## src/hdl/sbm_pkg.sv

```systemverilog
package sbm_pkg;

	localparam int CntW = 27;
	localparam logic [CntW-1:0] CntMax = {CntW{1'b1}};

	typedef enum logic [1:0] {
		OP_ING_ENQ = 2'd0,
		OP_ING_DEQ = 2'd1,
		OP_EGR_ENQ = 2'd2,
		OP_EGR_DEQ = 2'd3
	} op_t;

	typedef enum logic [2:0] {
		REG_BUFFER   = 3'd0,
		REG_RESERVE  = 3'd1,
		REG_RESUME   = 3'd2,
		REG_HEADROOM = 3'd3,
		REG_PORTS    = 3'd4,
		REG_ECN_MIN  = 3'd5,
		REG_ECN_MAX  = 3'd6,
		REG_ECN_PROB = 3'd7
	} reg_t;

	typedef struct packed {
		logic [26:0] buffer_bytes;
		logic [20:0] reserve_bytes;
		logic [20:0] resume_offset_bytes;
		logic [22:0] headroom_bytes;
		logic [5:0]  active_ports;
		logic [26:0] ecn_min_bytes;
		logic [26:0] ecn_max_bytes;
		logic [16:0] ecn_max_prob;
	} cfg_t;

	typedef struct packed {
		logic load;
		logic taken_calc;
		logic eval;
		logic ecn_mul;
		logic commit;
	} cmd_t;

	typedef struct packed {
		logic in_range;
	} sts_t;

endpackage

```

## src/hdl/sbm_ctrl.sv

```systemverilog
module sbm_ctrl (
	input  logic          clk,
	input  logic          arst_n,
	input  logic          start,
	input  sbm_pkg::sts_t sts,
	output logic          busy,
	output sbm_pkg::cmd_t cmd
);
	import sbm_pkg::*;

	typedef enum logic [5:0] {
		S_IDLE  = 6'b000001,
		S_TAKEN = 6'b000010,
		S_THR   = 6'b000100,
		S_EVAL  = 6'b001000,
		S_MUL   = 6'b010000,
		S_DONE  = 6'b100000
	} state_t;

	state_t state_q, state_d;

	always_comb begin
		state_d = state_q;
		cmd = '0;
		unique case (state_q)
			S_IDLE: begin
				if (start) begin
					cmd.load = 1'b1;
					state_d = S_TAKEN;
				end
			end
			S_TAKEN: begin
				cmd.taken_calc = 1'b1;
				state_d = S_THR;
			end
			S_THR: state_d = S_EVAL;
			S_EVAL: begin
				cmd.eval = 1'b1;
				state_d = S_MUL;
			end
			S_MUL: begin
				cmd.ecn_mul = 1'b1;
				state_d = S_DONE;
			end
			S_DONE: begin
				cmd.commit = 1'b1;
				state_d = S_IDLE;
			end
			default: state_d = S_IDLE;
		endcase
	end

	assign busy = (state_q != S_IDLE);

	always_ff @(posedge clk or negedge arst_n) begin
		if (!arst_n) begin
			state_q <= S_IDLE;
		end else begin
			state_q <= state_d;
		end
	end

	logic unused_sts;
	assign unused_sts = sts.in_range;
endmodule

```

## config.mk

```make
export PLATFORM = sky130hd
export DESIGN_NAME = sbm_ctrl
export DESIGN_NICKNAME = d
export VERILOG_FILES = /design/src/hdl/sbm_pkg.sv /design/src/hdl/sbm_ctrl.sv
export SDC_FILE = /design/constraint.sdc
export NUM_CORES = 1
export LEC_CHECK = 0
export BUFFER_PORTS_ARGS = -buffer_cell sky130_fd_sc_hd__buf_2
export CAP_MARGIN = 25
export CORE_AREA = 2 2 39 41
export CTS_CLUSTER_SIZE = 24
export DETAILED_ROUTE_END_ITERATION = 12
export DIE_AREA = 0 0 41 43
export SLEW_MARGIN = 0
export SYNTH_ARGS = -nofsm -noshare
export SYNTH_HDL_FRONTEND = slang
export SYNTH_SLANG_ARGS = --single-unit
```

## constraint.sdc

```tcl
create_clock -name clk -period 1 [get_ports clk]
set_input_delay 0.05 -clock clk [delete_from_list [all_inputs] [get_ports clk]]
set_output_delay 0.05 -clock clk [all_outputs]
set_load 0.05 [all_outputs]
```

Yosys cells after proc, flatten, opt, wreduce, memory -nomap -nowiden
Index checks and enable logic that the tools add are counted.
{"block": "word_totals", "reg_bits": 6, "in_bits": 4, "output_inout_bits": 6, "word_cells": 17}
{"block": "classes", "n_eq_ne": 8, "muxes": 8}
{"cell": "6-bit one-hot mux with 5 select lines", "count": 1}
{"cell": "6-bit by 1-bit equality test with 1-bit output (second input constant)", "count": 1}
{"cell": "6-bit by 2-bit equality test with 1-bit output (second input constant)", "count": 1}
{"cell": "6-bit by 3-bit equality test with 1-bit output (second input constant)", "count": 1}
{"cell": "6-bit by 4-bit equality test with 1-bit output (second input constant)", "count": 1}
{"cell": "6-bit by 5-bit equality test with 1-bit output (second input constant)", "count": 1}
{"cell": "6-bit equality test (second input constant)", "count": 1}
{"cell": "1-bit 2-to-1 mux", "count": 6}
{"cell": "6-bit 2-to-1 mux", "count": 1}
{"cell": "6-bit by 1-bit inequality test with 1-bit output (second input constant)", "count": 1}
{"cell": "2-bit inequality test (second input constant)", "count": 1}

Logic depth before layout (Yosys ltp)
Gate-level depths: netlist (run 1).
{"block": "logic_depth", "depth_word": 2, "depth_mapped": 4, "mapped_depth_nobuf": 3}

Worst setup path before layout (run 1)
Ideal clock, no wire load.
{"block": "synth_path", "path_type": "flip-flop to output port", "start": "register state_q[5]", "end": "output cmd[2] in the netlist's numbering", "arrival_time_ns": 1.830, "required_ns": 0.950, "setup_slack_ns": -0.880, "path_stages_with_launch": 4, "path_buffers": 0, "path_cell_list": "dfrtp_1 nor2_1 nand2_1 nor3b_1"}
{"element": "start: declaration", "line_no": "sbm_ctrl.sv:20", "text": "state_t state_q, state_d;"}
{"element": "start signal: assignment", "line_no": "sbm_ctrl.sv:59", "text": "state_q <= state_d;"}
{"element": "end: declaration", "line_no": "sbm_ctrl.sv:7", "text": "output sbm_pkg::cmd_t cmd"}

==> results.py, run 1 <==
metrics = {
    "timing": {
        "finalClockSkew_ns": 0.01288,
        "rsz0062_at_grt": "true",
        "finalSetupViolations": 10,
        "final-hold-violation-count": 0,
        "final.setup.worst_slack_ns": -0.4752,
        "worst_pin_slew_ns": 0.2533,
        "min_period_over_period_pct": 147.5,
        "fmax_mhz": 677.9,
        "final_max_slew_viol_count": 0,
        "relSlewSlack_pct": 82.99,
        "fin_crit_ns": 1.475,
    },
    "worst_setup_path": {
        "worstPathArrival_ns": 1.43,
        "path_depth": 3,
        "crit_chain": "nor4_4 -> and4b_4 -> buf_8",
        "critPathCaptureType": "output pin",
        "path_delay_family": "simple AND/OR/NAND/NOR gates",
        "cpMaxStageDelayCell": "dfrtp_1",
        "required_ns": 0.95,
        "reg2reg_depth": 5,
        "rrSetupSlack_ns": -0.32,
        "cp_num_buf_inv": 1,
        "cp_max_fo": 3,
        "critPathLaunchType": "register",
        "cp_slowest_stage_delay_ns": 0.41,
        "r2r-end": "state_q[0]$_DFFE_PN1P_",
        "reg2reg_from": "state_q[3]$_DFFE_PN0P_",
        "critical_path_class": "register to output pin",
    },
    "clock_tree": {
        "clock_path_buffers": 2,
        "cts_buffers": 3,
        "root_buffer": "clkbuf_4",
        "cts_tree": "done",
        "cts_num_sinks": 6,
        "worstSkewPairLatency_ns": 0.26,
        "clk_pin_slew_ns": 0.05,
        "htree_levels": 1,
    },
    "power_and_ir_drop": {
        "peakVddDrop_mv": 1.518,
        "p_int_w": 0.0009755,
        "power.density_nw_per_um2": 2530,
        "netSwitchingPower_w": 0.0006547,
        "clockPowerShare_pct": 15.3,
        "swShare_pct": 40.16,
        "leakagePower_nw": 0.3104,
        "pwr-share-comb_pct": 62.2,
        "seqPwrFrac_pct": 22.5,
    },
    "hold_path": {
        "holdPathStages": 2,
        "worstHoldStart": "start",
        "hold_path_end": "state_q[1]$_DFFE_PN0P_",
        "worstHoldPathType": "primary input to register",
    },
    "final_layout": {
        "finalNetCount": 58,
        "largest_register_ffs": 6,
        "regMostFlops": "state_q",
        "reg.largest.list": "state_q (6)",
        "area_delta_synth_final_pct": 92.88,
        "diodes": 0,
        "layout-drive-gt1-share_pct": 71.70,
        "stdcell_count": 69,
        "final_core_util_pct": 46.56,
        "postLayoutCellArea_um2": 644.4,
    },
    "placed_design": {
        "io_buffers": 8,
        "place_congestion": 0.7262,
        "placed_area_um2": 506.7,
        "dpl.hpwl_um": 625.1,
        "dp_cells": 61,
    },
    "logic_synthesis": {
        "syn_area_per_cell_um2": 11.52,
        "yosysWarnings": 0,
        "synth_top_area_share_pct": 37.45,
        "netlist_top_cells_count": "5 x and4b_1, 5 x dfrtp_1, 4 x nor3b_1",
        "synthTopCellsByArea": "dfrtp_1 37%, and4b_1 15%, nor3b_1 9.0%",
        "ys_types": 15,
        "ys_ff_latch": 6,
        "synth_top_area_cell": "dfrtp_1",
        "synthArstFlopShare_pct": 100.0,
        "netlist_area_um2": 334.1,
        "ys.flop_type": "dfrtp_1",
        "ys_seq_area_share_pct": 45.32,
        "syn_nets": 33,
        "synth_cells": 29,
        "synth_edf_count": 0,
    },
    "drt": {
        "via_per_inst": 4.754,
        "drc": 0,
        "vias": 328,
        "wl_per_cell_um": 13.20,
        "drt_iter0_drc": 2,
        "wl_um": 911,
        "postRouteAntennaNets": 0,
        "dr.pass1.iters": 4,
    },
    "grt": {
        "grt_max_degree": 8,
        "track_usage_pct": 14.47,
        "grt_pass1_wl_mm": 1.580,
        "grt_overflow": 0,
        "grt_pass1_vias": 363,
        "antenna_found_initial": 0,
    },
    "floorplanning": {
        "ios": 10,
        "dieHeight_um": 43,
        "initial_utilization_pct": 24.14,
        "dieWidth_um": 41,
        "dieArea_um2": 1763,
        "row_count": 14,
        "fp.coreArea_um2": 1384,
    },
    "flow_run": {
        "maxCapViolCount": 0,
    },
    "outcome": {
        "status": "complete, but fails checks",
        "violations": "setup timing",
    },
}
-- per-stage QoR --
step / hold slack, ns / TNS (ns) / total power [W] / setup slack, ns
floorplan: -0.2456 / -1.504 / 0.0008636 / -0.2948
global placement: -0.1223 / -1.731 / 0.001140 / -0.2987
detailed placement: -0.1212 / -1.972 / 0.001163 / -0.3481
CTS: 0.1085 / -3.436 / 0.001563 / -0.5303
global route: 0.1422 / -4.031 / 0.001726 / -0.5578
finish: 0.1134 / -3.193 / 0.001630 / -0.4752
-- timing repair --
action / in CTS / in global routing
pin swaps: 6 / 4
endpoints found under the hold margin: 6 / 0
setup buffers: 1 / 2
setup endpoints to repair: 12 / 12
hold buffers: 1 / 0
gates resized for setup: 17 / 6
-- worst max path at each step --
stage	startpoint	slack, ns	endpoint
after global routing	state_q[1]$_DFFE_PN0P_	-0.56	busy
after detailed placement	state_q[1]$_DFFE_PN0P_	-0.35	cmd[4]
after CTS	state_q[4]$_DFFE_PN0P_	-0.53	cmd[4]
after floorplan	state_q[3]$_DFFE_PN0P_	-0.29	state_q[0]$_DFFE_PN1P_
after global placement	state_q[1]$_DFFE_PN0P_	-0.30	cmd[4]
final	state_q[3]$_DFFE_PN0P_	-0.48	cmd[4]
-- routing by layer --
layer / wire (um) / track usage (%)
met5: 0 / 0
met2: 493 / 21.88
met4: 26 / 10.00
met3: 53 / 6.283
met1: 338 / 15.18
-- power groups by stage --
stage | combinational, W | clock, W | sequential (W)
after detailed placement | 0.000797 | 0 | 0.000366
after global placement | 0.000776 | 0 | 0.000364
final | 0.00101 | 0.000249 | 0.000367
after CTS | 0.000939 | 0.000258 | 0.000365
after floorplan | 0.000494 | 0 | 0.000369
after global routing | 0.00107 | 0.000279 | 0.000375
-- cell usage in the layout, fill, tap and decap left out, types with 2 or more instances in the layout --
master	count
clkbuf_4	3
buf_8	2
nor3b_2	2
and4b_1	3
and4b_4	2
buf_6	8
nor3b_4	2
buf_2	2
dfrtp_1	4
buf_4	8
-- kinds of logic (layout without fill, tap and decap cells) --
family                    Yosys count  after routing  synth area share, %
xor gates and xnor gates            1              1                2.622
DFF                                 6              6                45.32
AOI/OAI and AO/OA                   2              2                4.493
and+or+nand+nor                    18             18                42.70
buffers and inverters               2             26                4.867
-- final cells by class --
class,count,area [um^2]
Timing Repair Buffer,22,220.2
Tap cell,16,20.02
Sequential cell,6,152.6
Fill cell,134,739.5
Multi-Input combinational cell,21,225.2
Clock buffer,4,26.28
No activity file was read; power rests on OpenSTA's default activity.
==> run 2, diff against run 1 <==
--- a/config.mk
+++ b/config.mk
@@ -6,5 +6,5 @@
 export NUM_CORES = 1
 export LEC_CHECK = 0
-export BUFFER_PORTS_ARGS = -buffer_cell sky130_fd_sc_hd__buf_2
+export BUFFER_PORTS_ARGS = -buffer_cell sky130_fd_sc_hd__buf_4
 export CAP_MARGIN = 25
 export CORE_AREA = 2 2 39 41
==> constraint.sdc (replaced) <==
create_clock -name clk -period 1 [get_ports clk]
set_input_delay 0.05 -clock clk [delete_from_list [all_inputs] [get_ports clk]]
set_output_delay 0.05 -clock clk [all_outputs]
set_load 0.01 [all_outputs]
==> run 2 against run 1 <==
- the flow still finishes with violations (setup timing)
- core utilization is 4.2 points lower
- clock-buffer cell count did not move
- die area did not move
- global-route usage is 2.4 points lower
- register-to-register slack better by 0.10 ns
- combinational power shrank 36%
- highest routed layer unchanged
- sequential power is 1% lower
==> results.py, run 2 (synthesized netlist as in run 1, its figures left out) <==
metrics = {
    "power_and_ir_drop": {
        "leakagePower_nw": 0.2938,
        "power.density_nw_per_um2": 2138,
        "peakVddDrop_mv": 1.176,
    },
    "outcome": {
        "status": "complete, but fails checks",
        "violations": "setup timing",
    },
    "timing": {
        "rsz0062_at_grt": "true",
        "fin_crit_ns": 1.398,
        "finalSetupViolations": 11,
        "final_max_slew_viol_count": 0,
        "finalClockSkew_ns": 0.002988,
        "fmax_mhz": 715.2,
        "min_period_over_period_pct": 139.8,
        "final.setup.worst_slack_ns": -0.3982,
        "worst_pin_slew_ns": 0.2456,
        "relSlewSlack_pct": 83.50,
        "final-hold-violation-count": 0,
    },
    "clock_tree": {
        "clk_pin_slew_ns": 0.05,
        "cts_buffers": 3,
        "clock_path_buffers": 2,
        "htree_levels": 1,
        "worstSkewPairLatency_ns": 0.24,
        "cts_tree": "done",
        "cts_num_sinks": 6,
        "root_buffer": "clkbuf_4",
    },
    "grt": {
        "grt_pass1_wl_mm": 1.414,
        "antenna_found_initial": 0,
        "grt_max_degree": 8,
        "grt_pass1_vias": 332,
        "grt_overflow": 0,
        "track_usage_pct": 12.07,
    },
    "worst_setup_path": {
        "critPathLaunchType": "register",
        "reg2reg_from": "state_q[1]$_DFFE_PN0P_",
        "critPathCaptureType": "output pin",
        "required_ns": 0.95,
        "worstPathArrival_ns": 1.35,
        "crit_start": "state_q[4]$_DFFE_PN0P_",
        "cp_max_fo": 3,
        "critical_path_class": "register to output pin",
        "reg2reg_depth": 5,
    },
    "floorplanning": {
        "row_count": 14,
        "fp.coreArea_um2": 1384,
        "initial_utilization_pct": 24.14,
        "dieArea_um2": 1763,
        "ios": 10,
        "dieWidth_um": 41,
        "dieHeight_um": 43,
    },
    "drt": {
        "postRouteAntennaNets": 0,
        "via_per_inst": 4.618,
        "dr.pass1.iters": 2,
        "drc": 0,
        "vias": 314,
        "wl_per_cell_um": 12.53,
        "drt_iter0_drc": 11,
        "wl_um": 852,
    },
    "final_layout": {
        "area_delta_synth_final_pct": 75.28,
        "postLayoutCellArea_um2": 585.6,
        "layout_commonest_cell": "buf_4",
        "finalNetCount": 57,
        "diodes": 0,
        "largest_register_ffs": 6,
        "layout-drive-gt1-share_pct": 71.15,
        "stdcell_count": 68,
        "regMostFlops": "state_q",
        "reg.largest.list": "state_q (6)",
        "final_cell_mix": "15 x buf_4, 5 x and4b_1, 5 x buf_6",
    },
    "placed_design": {
        "place_congestion": 0.7762,
        "dpl.hpwl_um": 569.5,
        "placed_area_um2": 456.7,
        "dp_cells": 58,
        "io_buffers": 8,
    },
    "hold_path": {
        "holdPathStages": 2,
        "worstHoldPathType": "primary input to register",
        "worstHoldStart": "start",
    },
    "flow_run": {
        "maxCapViolCount": 0,
    },
}
[run 2: cell types whose count changed in the layout (fill, tap and decap cells not counted), sizes merged]
cell	delta
buf	-1
[run 2: layout make-up]
class | count | area [um^2]
well taps | 16 | 20.02
flip-flops and latches | 6 | 155.1
fillers | 130 | 798.3
repair buffers | 21 | 178.9
clock buffers | 4 | 26.28
multi-input cells | 21 | 205.2
[run 2: routing by layer]
| metal | vias to the layer above | global-route usage [%] | part of all wire (%) |
|---|---|---|---|
| met1 | 149 | 15.61 | 42 |
| met5 | - | 0 | 0 |
| li1 | 155 | - | - |
| met2 | 8 | 17.50 | 51 |
| met4 | 0 | 8.000 | 2.0 |
| met3 | 2 | 2.094 | 4.8 |
[run 2: power by group]
group | switching (W) | internal [W] | leakage [nW]
clock | 0.0000905 | 0.000151 | 0.0150
sequential | 0.0000561 | 0.000306 | 0.0741
combinational | 0.000268 | 0.000380 | 0.205
[run 2: worst paths after layout]
check,to,slack [ns]
worst max-delay path,cmd[4],-0.40
worst min-delay path,state_q[1]$_DFFE_PN0P_,0.11
worst max register to register,state_q[0]$_DFFE_PN1P_,-0.22
worst min register to register,state_q[2]$_DFFE_PN0P_,0.65
max in group asynchronous,state_q[0]$_DFFE_PN1P_,0.63
min in group asynchronous,state_q[2]$_DFFE_PN0P_,0.17
[run 2: what timing repair did]
action / 4_1_cts / 5_1_grt
resized for setup: 16 / 0
endpoints found under the setup margin: 12 / 12
hold buffers: 1 / 0
pin swaps: 6 / 3
hold endpoints to repair: 6 / 0
setup buffers: 5 / 0
[run 2: worst max-delay path, cell delays in order (launching register included)]
cell     delay [ns]
dfrtp_2        0.43
nor4_4         0.30
and4b_1        0.25
buf_4          0.13
[run 2: metrics by stage]
step	setup TNS (ns)	hold slack [ns]	power, W	util, %	setup WS, ns
floorplan	-0.3622	-0.2456	0.0006147	-	-0.1779
global placement	-1.140	-0.1394	0.0008243	33.00	-0.1777
detailed placement	-1.255	-0.1393	0.0008308	33.00	-0.2069
CTS	-2.912	0.09829	0.001249	42.31	-0.4079
finish	-2.848	0.1056	0.001252	42.31	-0.3982
global route	-3.446	0.1219	0.001325	42.31	-0.4755
==> run 3, diff against run 2 <==
SETUP_SLACK_MARGIN = 0.4   (was not set)
==> run 3 against run 2 <==
- the flow still finishes with violations (setup timing)
- flip-flop and latch count unchanged
- worst hold slack got worse by 0.011 ns
- global-route usage decreased by 0.73 points
==> results.py, run 3 (synthesized netlist as in run 1, its figures left out) <==
metrics = {
    "outcome": {
        "status": "complete, but fails checks",
        "violations": "setup timing",
    },
    "worst_setup_path": {
        "required_ns": 0.95,
        "r2r-end": "state_q[0]$_DFFE_PN1P_",
        "worstPathArrival_ns": 1.39,
        "reg2reg_depth": 5,
        "critPathLaunchType": "register",
        "critical_path_class": "register to output pin",
        "critPathCaptureType": "output pin",
        "rrSetupSlack_ns": -0.25,
        "reg2reg_from": "state_q[4]$_DFFE_PN0P_",
        "cp_max_fo": 4,
    },
    "hold_path": {
        "holdPathStages": 2,
        "worstHoldPathType": "primary input to register",
        "hold_path_end": "state_q[1]$_DFFE_PN0P_",
        "worstHoldStart": "start",
    },
    "drt": {
        "via_per_inst": 4.712,
        "wl_met2_um": 427,
        "dr.pass1.iters": 4,
        "drc": 0,
        "met3_length_um": 50,
        "wl_um": 830,
        "drt-met1-wl_um": 352,
        "dr.max_layer_used": "met3",
        "postRouteAntennaNets": 0,
        "drt_iter0_drc": 5,
        "vias": 311,
        "wl_per_cell_um": 12.58,
    },
    "placed_design": {
        "dp_cells": 58,
        "io_buffers": 8,
        "dpl.hpwl_um": 576.3,
        "place_congestion": 0.7306,
        "placed_area_um2": 466.7,
    },
    "timing": {
        "rsz0062_at_grt": "true",
        "finalClockSkew_ns": 0.0005270,
        "final-hold-violation-count": 0,
        "whs_ns": 0.09420,
        "relSlewSlack_pct": 81.73,
        "fmax_mhz": 694.3,
        "finalSetupViolations": 12,
        "fin_crit_ns": 1.440,
        "final.setup.worst_slack_ns": -0.4404,
        "min_period_over_period_pct": 144.0,
        "final_max_slew_viol_count": 0,
        "worst_pin_slew_ns": 0.2721,
    },
    "final_layout": {
        "final_core_util_pct": 40.96,
        "finalNetCount": 55,
        "final_cell_mix": "14 x buf_4, 4 x and4b_1, 4 x buf_6",
        "postLayoutCellArea_um2": 566.8,
        "regMostFlops": "state_q",
        "largest_register_ffs": 6,
        "diodes": 0,
        "area_delta_synth_final_pct": 69.66,
        "stdcell_count": 66,
        "layout-drive-gt1-share_pct": 68.00,
        "reg.largest.list": "state_q (6)",
        "layout_commonest_cell": "buf_4",
    },
    "power_and_ir_drop": {
        "power.density_nw_per_um2": 2048,
        "leakagePower_nw": 0.2839,
        "peakVddDrop_mv": 0.9594,
    },
    "floorplanning": {
        "dieWidth_um": 41,
        "initial_utilization_pct": 24.14,
        "fp.coreArea_um2": 1384,
        "dieHeight_um": 43,
        "row_count": 14,
        "dieArea_um2": 1763,
        "ios": 10,
    },
    "clock_tree": {
        "cts_tree": "done",
        "root_buffer": "clkbuf_4",
        "cts_num_sinks": 6,
        "clock_path_buffers": 2,
        "worstSkewPairLatency_ns": 0.24,
        "cts_buffers": 3,
        "clk_pin_slew_ns": 0.05,
        "htree_levels": 1,
    },
    "grt": {
        "grt_overflow": 0,
        "grt_pass1_vias": 328,
        "track_usage_pct": 11.34,
        "grt_pass1_wl_mm": 1.331,
        "antenna_found_initial": 0,
        "grt_max_degree": 7,
    },
    "flow_run": {
        "maxCapViolCount": 0,
    },
}
[run 3: changes by cell type in the layout (fill, tap and decap cells not counted), sizes merged]
cell | previous run | this run
buf | 20 | 18
[run 3: how the worst max path moves through the flow]
stage,slack (ns),end,from
6_report,-0.44,cmd[3],state_q[4]$_DFFE_PN0P_
5_1_grt,-0.51,cmd[4],state_q[4]$_DFFE_PN0P_
4_1_cts,-0.45,cmd[4],state_q[4]$_DFFE_PN0P_
3_5_place_dp,-0.21,cmd[4],state_q[1]$_DFFE_PN0P_
3_3_place_gp,-0.19,cmd[4],state_q[1]$_DFFE_PN0P_
2_1_floorplan,-0.18,state_q[0]$_DFFE_PN1P_,state_q[3]$_DFFE_PN0P_
[run 3: per-stage QoR]
step	power, W	setup slack [ns]	TNS [ns]
CTS	0.001118	-0.4474	-2.454
global route	0.001243	-0.5149	-3.319
floorplan	0.0006376	-0.1778	-0.3411
detailed placement	0.0008462	-0.2057	-0.7819
global placement	0.0008399	-0.1879	-0.7530
finish	0.001161	-0.4404	-2.707
[run 3: power by group]
part	switching (W)	internal, W
sequential	0.0000727	0.000305
combinational	0.000235	0.000299
clock	0.0000969	0.000152
[run 3: repair_timing]
action,CTS,global route
pin swaps,4,6
buffers inserted,2,1
hold buffers,1,0
setup endpoints to repair,12,12
resized for setup,4,8
endpoints found under the hold margin,6,0
[run 3: area by class of cell]
cell class / instances / area [um^2]
multi-input combinational: 21 / 206.4
fill: 143 / 817.0
tap: 16 / 20.02
clock buffer: 4 / 26.28
sequential: 6 / 153.9
timing repair buffer: 19 / 160.2
[run 3: critical path: stages, from the launching register on]
cell and delay (ns):
dfrtp_2 0.42, buf_4 0.14, buf_6 0.12, nor2_4 0.09, and4b_2 0.27, buf_6 0.11
[run 3: per-layer routing]
layer	vias to the layer above	global-route usage (%)
met5	-	0
met3	0	1.571
met2	12	16.88
met4	0	8.000
li1	151	-
met1	148	14.19
